File: src/rtl/core/hgrm_pkg.sv
`timescale 1ns / 1ps
`default_nettype none

package hgrm_pkg;

   localparam int DEF_MAX_ROWS    = 1024;
   localparam int DEF_NUM_BUCKETS = 1024;

   localparam logic [3:0]  KEY_BYTES = 4'd8;
   localparam logic [31:0] CRC_INIT  = 32'hFFFF_FFFF;
   localparam logic [31:0] CRC_POLY  = 32'hEDB8_8320;

   localparam logic [1:0] OP_FIND  = 2'd0;
   localparam logic [1:0] OP_ADD   = 2'd1;
   localparam logic [1:0] OP_CLEAR = 2'd2;

   localparam logic [1:0] CSR_DEFAULT_MATCH_BYTES = 2'd0;
   localparam logic [1:0] CSR_BUCKET_MASK         = 2'd1;

   typedef enum logic [2:0] {
      ST_IDLE,
      ST_CLEAR,
      ST_HASH,
      ST_BKT_RD,
      ST_BKT_CHK,
      ST_ROW_RD,
      ST_ROW_CHK,
      ST_INSERT
   } state_type;

   typedef struct packed {
      logic       init;
      logic       step;
      logic [7:0] data;
   } crc_ctl_type;

   function automatic logic [31:0] crc_byte(input logic [31:0] crc_cur,
                                            input logic [7:0]  data);
      logic [31:0] c;
      c = crc_cur ^ {24'd0, data};
      for (int b = 0; b < 8; b++) begin
         c = c[0] ? ((c >> 1) ^ CRC_POLY) : (c >> 1);
      end
      return c;
   endfunction

endpackage

`default_nettype wire

File: src/rtl/core/hgrm_crc.sv
`timescale 1ns / 1ps
`default_nettype none

module hgrm_crc (
   input  wire                  clock,
   input  wire hgrm_pkg::crc_ctl_type ctl,
   output logic [31:0]          crc
);

   logic [31:0] crc_ff;
   logic [31:0] crc_in;

   always_comb begin
      crc_in = crc_ff;
      if (ctl.init) begin
         crc_in = hgrm_pkg::CRC_INIT;
      end else if (ctl.step) begin
         crc_in = hgrm_pkg::crc_byte(crc_ff, ctl.data);
      end
   end

   always_ff @(posedge clock) begin
      crc_ff <= crc_in;
   end

   // final xor applied on the way out
   assign crc = crc_ff ^ hgrm_pkg::CRC_INIT;

endmodule

`default_nettype wire

File: config.mk
export PLATFORM = sky130hd
export DESIGN_NAME = hgrm_crc
export DESIGN_NICKNAME = d
export VERILOG_FILES = /design/src/rtl/core/hgrm_pkg.sv /design/src/rtl/core/hgrm_crc.sv
export SDC_FILE = /design/constraint.sdc
export NUM_CORES = 1
export LEC_CHECK = 0
export ABC_AREA = 1
export CAP_MARGIN = 20
export CORE_ASPECT_RATIO = 0.75
export CORE_UTILIZATION = 45
export DETAILED_ROUTE_END_ITERATION = 12
export DONT_BUFFER_PORTS = 1
export SYNTH_ARGS = -nofsm -noshare
export SYNTH_HDL_FRONTEND = slang
export SYNTH_SLANG_ARGS = --single-unit
File: constraint.sdc
create_clock -name clock -period 2.8 [get_ports clock]
set_clock_uncertainty 0.2 [all_clocks]
set_input_delay 0.56 -clock clock [delete_from_list [all_inputs] [get_ports clock]]
set_output_delay 0.56 -clock clock [all_outputs]
set_load 0.05 [all_outputs]
# Word level (Yosys, flattened, before mapping)
# Cells that the tools add are included.
[totals]
mem_count = 0
out_inout_bits = 32
ram_bits = 0
latch_bits = 0
mem_bits_ro = 0
word_cells = 19
in_bits = 11
ff_bits = 32
[op_classes]
muxes = 8
magnitude_cmp = 0
multipliers = 0
n_addsub = 0
reduce_logical = 0
shift = 0
bitwise_logic = 10
n_eq_ne = 0
div = 0
[op_table]
columns = ["cell", "n"]
rows = [
  ["$mux W32", 8],
  ["$not A13 Y14", 8],
  ["$not A32 Y32", 1],
  ["$xor A32 B8 Y32", 1],
]

# Logic depth before layout (Yosys ltp)
[depth]
ltp_word = 17
ltp_mapped = 12
ltp_nobuf = 12

# Worst setup path after synthesis
# No wires, ideal clock.
[synth_timing]
kind = "input port to flip-flop"
startpoint = "in ctl[1] (netlist name)"
endpoint = "reg crc_ff[23]"
path_buffers = 0
required_ps = 2479
t_arrival_ps = 1335
slack_ps = 1144
path_stages = 12
setup_time_ps = 121
cell_sequence = "inv_1 nand2_2 nand2_4 nand2_2 nand2_4 inv_4 nand2_2 nand2_4 nand2_2 inv_2 nand2_1 nand3_1"
[synth_via]
elab_chain_cells = 13
[synth_lines]
columns = ["element", "line", "rtl"]
rows = [
  ["start: declaration", "hgrm_crc.sv:6", "input wire hgrm_pkg::crc_ctl_type ctl,"],
  ["$xor A32 B8 Y32 *", "hgrm_pkg.sv:40", "c = crc_cur ^ {24'd0, data};"],
  ["$mux W32 * (3 in a row)", "hgrm_pkg.sv:42", "c = c[0] ? ((c >> 1) ^ CRC_POLY) : (c >> 1);"],
  ["$not A13 Y14 (no line)", "-", ""],
  ["$mux W32 *", "hgrm_pkg.sv:42", ""],
  ["$not A13 Y14 (no line)", "-", ""],
  ["$mux W32 * (2 in a row)", "hgrm_pkg.sv:42", ""],
  ["$not A13 Y14 (no line)", "-", ""],
  ["$mux W32 *", "hgrm_pkg.sv:42", ""],
  ["$not A13 Y14 (no line)", "-", ""],
  ["$mux W32 *", "hgrm_pkg.sv:42", ""],
  ["end signal: assignment", "hgrm_crc.sv:23", "crc_ff <= crc_in;"],
  ["end: declaration", "hgrm_crc.sv:10", "logic [31:0] crc_ff;"],
]
# Mark *: on every way between the ends. The rest lies on a longest branch, timed or not.
# A chain may end at the register's enable or synchronous reset.

# Worst setup path after layout
[layout_timing]
startpoint = "reg crc_ff[5]"
endpoint = "reg crc_ff[19]"
[layout_via]
elab_chain_cells = 11
[layout_lines]
columns = ["element", "line"]
rows = [
  ["$xor A32 B8 Y32 *", "hgrm_pkg.sv:40"],
  ["$mux W32 * (6 in a row)", "hgrm_pkg.sv:42"],
  ["$not A13 Y14 (no line)", "-"],
  ["$mux W32 *", "hgrm_pkg.sv:42"],
  ["$not A13 Y14 (no line)", "-"],
  ["$mux W32 *", "hgrm_pkg.sv:42"],
]
# Marks and branches as above.

==> report_table.html <==
<table>
<tr><th>Metric</th><th>Value</th></tr>
<tr><th colspan="2">Clocking</th></tr>
<tr><td>Number of buffers inserted to repair setup after CTS</td><td>0</td></tr>
<tr><td>Clock edge transition at the registers on the reported setup and hold paths</td><td>approximately 0.080 ns</td></tr>
<tr><td>Root Driver</td><td>sky130_fd_sc_hd__clkbuf_8</td></tr>
<tr><td>Worst skew pair latency</td><td>0.30 ns</td></tr>
<tr><td>Hold buffers post-CTS</td><td>0</td></tr>
<tr><td>Htree depth</td><td>2</td></tr>
<tr><td>TritonCTS Sinks</td><td>32</td></tr>
<tr><td>CTS tree</td><td>yes</td></tr>
<tr><td>CTS max path bufs</td><td>2</td></tr>
<tr><td>Number of buffers inserted during clock tree synthesis</td><td>5</td></tr>
<tr><td>Post-CTS Resized</td><td>0</td></tr>
<tr><th colspan="2">Hold path</th></tr>
<tr><td>Source of the worst hold timing path</td><td>ctl[9]</td></tr>
<tr><td>Hold Path Class</td><td>in2reg</td></tr>
<tr><td>Worst hold path depth</td><td>2</td></tr>
<tr><td>Worst Hold Path EP</td><td>crc_ff[8]</td></tr>
<tr><th colspan="2">STA</th></tr>
<tr><td>Final-report hold violation count</td><td>0</td></tr>
<tr><td>Final max-slew violation count</td><td>0</td></tr>
<tr><td>Worst slew pin tran</td><td>0.508 ns</td></tr>
<tr><td>Highest Clock Rate</td><td>531 MHz</td></tr>
<tr><td>Headroom to the max-slew limit</td><td>between 60% and 70%</td></tr>
<tr><td>Final clock period utilization by the worst path</td><td>67.3%</td></tr>
<tr><td>Post-route setup TNS</td><td>0 ns</td></tr>
<tr><td>Final Setup Violations</td><td>0</td></tr>
<tr><td>Minimum clock period after layout</td><td>1.88 ns</td></tr>
<tr><td>Unrepaired setup endpoints after global routing</td><td>false</td></tr>
<tr><th colspan="2">Placed design</th></tr>
<tr><td>Port buffer count</td><td>0</td></tr>
<tr><td>Hpwl dp</td><td>4800 µm</td></tr>
<tr><td>Post-Place Cell Area</td><td>2470 µm²</td></tr>
<tr><td>Final weighted congestion in routability-driven placement</td><td>0.907</td></tr>
<tr><th colspan="2">Finish</th></tr>
<tr><td>Area used by multi-input combinational logic</td><td>between 1500 and 2000 µm²</td></tr>
<tr><td>Synthesis-to-finish area growth</td><td>6.95%</td></tr>
<tr><td>Final cell area excluding filler cells</td><td>2580 µm²</td></tr>
<tr><td>Register cell area after layout</td><td>641 µm²</td></tr>
<tr><td>Final-layout fill cell count</td><td>528</td></tr>
<tr><td>Number of flip-flops in the largest register</td><td>32</td></tr>
<tr><td>Fraction of layout instances using a drive strength above 1</td><td>15.9%</td></tr>
<tr><td>Top reg by flops</td><td>crc_ff</td></tr>
<tr><td>Final net count</td><td>394</td></tr>
<tr><td>Leading registers by flop count</td><td>crc_ff x32</td></tr>
<tr><td>Antenna Diode Count</td><td>0</td></tr>
<tr><th colspan="2">Power and ir drop</th></tr>
<tr><td>Areal power density over the cells</td><td>758 nW/µm²</td></tr>
<tr><td>Worst ir drop on vdd</td><td>306 µV</td></tr>
<tr><td>Static Leakage</td><td>0.00142 µW</td></tr>
<tr><th colspan="2">Detailed routing</th></tr>
<tr><td>Post-DR vias/cell</td><td>5.07</td></tr>
<tr><td>Post-detailed-routing wire length</td><td>about 6500 µm</td></tr>
<tr><td>First-pass detailed-route iteration total</td><td>5</td></tr>
<tr><td>Routed length per placed instance</td><td>14.3 µm</td></tr>
<tr><td>Number of nets with antenna violations after routing</td><td>0</td></tr>
<tr><td>Vias post-DR</td><td>2310</td></tr>
<tr><td>Initial DRC count</td><td>204</td></tr>
<tr><td>Total DRC errors in the routed layout</td><td>0</td></tr>
<tr><th colspan="2">Synth</th></tr>
<tr><td>Most used standard cells in the synthesized netlist</td><td>sky130_fd_sc_hd__nand2_1, sky130_fd_sc_hd__inv_1, sky130_fd_sc_hd__nand3_1</td></tr>
<tr><td>Synth async-reset ratio</td><td>0%</td></tr>
<tr><td>Yosys warning total</td><td>0</td></tr>
<tr><td>Adder and majority cell fraction of the synthesized area</td><td>0%</td></tr>
<tr><td>Parity-gate share of the synthesized area counting xor and xnor cells</td><td>9.80%</td></tr>
<tr><td>Number of enable flip-flop cells after synthesis</td><td>0</td></tr>
<tr><td>Synthesized-area fraction occupied by ao, oa, aoi and oai cells</td><td>11.0%</td></tr>
<tr><td>Post-synth net total</td><td>just under 400</td></tr>
<tr><td>Top cells by area in the synthesized netlist</td><td>sky130_fd_sc_hd__dfxtp_1, sky130_fd_sc_hd__nand2_1, sky130_fd_sc_hd__nand3_1</td></tr>
<tr><td>Mean area per synthesized cell</td><td>6.29 µm²</td></tr>
<tr><td>Mux cell area share after synthesis</td><td>0%</td></tr>
<tr><td>Cell with the most instances after synthesis</td><td>sky130_fd_sc_hd__nand2_1</td></tr>
<tr><td>Mapped Area</td><td>2410 µm²</td></tr>
<tr><td>FF+latch count, synth</td><td>32</td></tr>
<tr><td>Post-Synth Simple-Gate Area</td><td>41.9%</td></tr>
<tr><td>Top_reg_cell synth</td><td>sky130_fd_sc_hd__dfxtp_1</td></tr>
<tr><td>Cell taking the most area after synthesis</td><td>sky130_fd_sc_hd__dfxtp_1</td></tr>
<tr><td>Post-synthesis sequential area ratio</td><td>26.5%</td></tr>
<tr><td>Cells after synthesis</td><td>384</td></tr>
<tr><td>Largest family of logic cells by synthesized area</td><td>simple AND/OR/NAND/NOR gates</td></tr>
<tr><td>Share of the synthesized area in the top cell type</td><td>26.5%</td></tr>
<tr><td>Distinct cell type count of the synthesized netlist</td><td>27</td></tr>
<tr><th colspan="2">Setup path</th></tr>
<tr><td>Reg-to-reg critical path endpoint</td><td>crc_ff[19]</td></tr>
<tr><td>Max stage delay on crit path</td><td>0.34 ns</td></tr>
<tr><td>Maximum fanout count along the critical path</td><td>11</td></tr>
<tr><td>Crit Reg-Reg Startpoint</td><td>crc_ff[5]</td></tr>
<tr><td>Worst-path cell chain</td><td>inv_2 &gt; nand2_1 &gt; nand2_2 &gt; inv_1 &gt; nand2_1 &gt; nand2_1 &gt; nand2_1 &gt; nand2_1 &gt; nand2_1 &gt; nand3_1</td></tr>
<tr><td>Most frequent CP cell</td><td>sky130_fd_sc_hd__nand2_1</td></tr>
<tr><td>Cell at the slowest stage of the critical path</td><td>sky130_fd_sc_hd__dfxtp_1</td></tr>
<tr><td>Register-to-register setup slack</td><td>between 0.9 and 1 ns</td></tr>
<tr><td>Number of buffers and inverters on the critical path</td><td>2</td></tr>
<tr><td>Dominant delay contributor by cell family on the critical path</td><td>simple AND/OR/NAND/NOR gates</td></tr>
<tr><td>Kind of capture point of the worst setup path</td><td>register</td></tr>
<tr><td>Crit path from</td><td>crc_ff[5]</td></tr>
<tr><td>Arrival time at the worst endpoint</td><td>between 1.5 and 2 ns</td></tr>
<tr><td>Depth of the worst register-to-register path</td><td>10</td></tr>
<tr><td>Category of the worst setup path launch point</td><td>register</td></tr>
<tr><td>Kind of critical path</td><td>reg2reg</td></tr>
<tr><td>Required time at the endpoint of the critical path</td><td>2.78 ns</td></tr>
<tr><th colspan="2">GRT</th></tr>
<tr><td>Met1 Use GR</td><td>36.7%</td></tr>
<tr><td>Global-route wire length before repair</td><td>10800 µm</td></tr>
<tr><td>Global-route congestion overflow total</td><td>0</td></tr>
<tr><td>Via count of the first global-routing pass</td><td>2214</td></tr>
<tr><td>Pin count of the biggest net entering global routing</td><td>30</td></tr>
<tr><td>GR met2 Demand/Resource</td><td>38.6%</td></tr>
<tr><td>Busiest grt layer</td><td>met2</td></tr>
<tr><td>Total GRT Usage</td><td>25.3%</td></tr>
<tr><td>Initial antenna violation count</td><td>0</td></tr>
<tr><td>GR Util met3</td><td>4.90%</td></tr>
<tr><th colspan="2">Run</th></tr>
<tr><td>MaxCap Viol Count</td><td>0</td></tr>
<tr><th colspan="2">Floorplan</th></tr>
<tr><td>Die boundary height</td><td>~65 µm</td></tr>
<tr><td>Starting density of the core</td><td>47.9%</td></tr>
<tr><td>Placeable core area</td><td>~5000 µm²</td></tr>
<tr><td>Row count</td><td>22</td></tr>
<tr><td>DIE AREA</td><td>5660 µm²</td></tr>
<tr><td>Horizontal die dimension</td><td>86.6 µm</td></tr>
<tr><td>I/O pin cnt</td><td>43</td></tr>
<tr><th colspan="2">Status</th></tr>
<tr><td>Run status</td><td>finished, final reports clean</td></tr>
</table>
[cells in the final DEF (no fill, tap or decap), drive strengths merged]
cell type  netlist  final
nor2             9      9
clkbuf           7      5
o221ai           1      1
clkinv           1      2
xnor2            4      4
o21ai           13     13
clkinvlp         0      1
nand3           37     37
o211ai           7      7
inv             54     54
buf              3      2
dfxtp           32     32
xor2            20     20
nand2          166    166
a21oi           28     28
bufinv           0      1
or2              2      2
[worst max path at each step]
stage | to | slack (ns) | depth (start not counted)
floorplan | crc_ff[23] | 1.14 | 12
global placement | crc_ff[19] | 0.93 | 10
detailed placement | crc_ff[24] | 0.91 | 9
CTS | crc_ff[19] | 0.92 | 10
global route | crc_ff[19] | 0.73 | 10
finish | crc_ff[19] | 0.92 | 10
[kinds of logic after synthesis]
| kind of cell | count (synthesis) |
|---|---|
| xor+xnor | 24 |
| buf+inv | 65 |
| simple gates | 214 |
| flops | 32 |
| compound gates | 49 |
[area by class of cell]
| class | count | area share [%] |
|---|---|---|
| well taps | 72 | 3.49 |
| multi-input cells | 287 | 58.7 |
| inverters | 55 | 8.09 |
| repair buffers | 2 | 0.582 |
| clock inverters | 3 | 1.65 |
| flip-flops and latches | 32 | 24.8 |
| clock buffers | 5 | 2.67 |
[power breakdown]
part | switching, µW | internal (µW) | leakage [µW]
logic | 681 | 240 | 0.00110
clock network | 202 | 264 | 0.0000541
registers | 52.3 | 518 | 0.000267
total | 936 | 1020 | 0.00142
[stage by stage]
stage          hold slack (ns)  std cells  setup WS (ns)  utilization [%]  power [µW]
2_1_floorplan            0.241        384           1.14                -        1360
3_3_place_gp             0.248        448          0.934             49.0        1490
3_5_place_dp             0.253        448          0.910             49.0        1490
4_1_cts                  0.151        456          0.922             51.2        1960
5_1_grt                  0.159        456          0.734             51.2        2090
6_report                 0.157        456          0.915             51.2        1960
[layer usage]
| metal | wire length [µm] | up-vias |
|---|---|---|
| met5 | 0 | - |
| met4 | 46 | 0 |
| met3 | 549 | 6 |
| met2 | 2760 | 84 |
| met1 | 3180 | 1023 |
| li1 | - | 1197 |
Power figures use the tool's default switching activity.
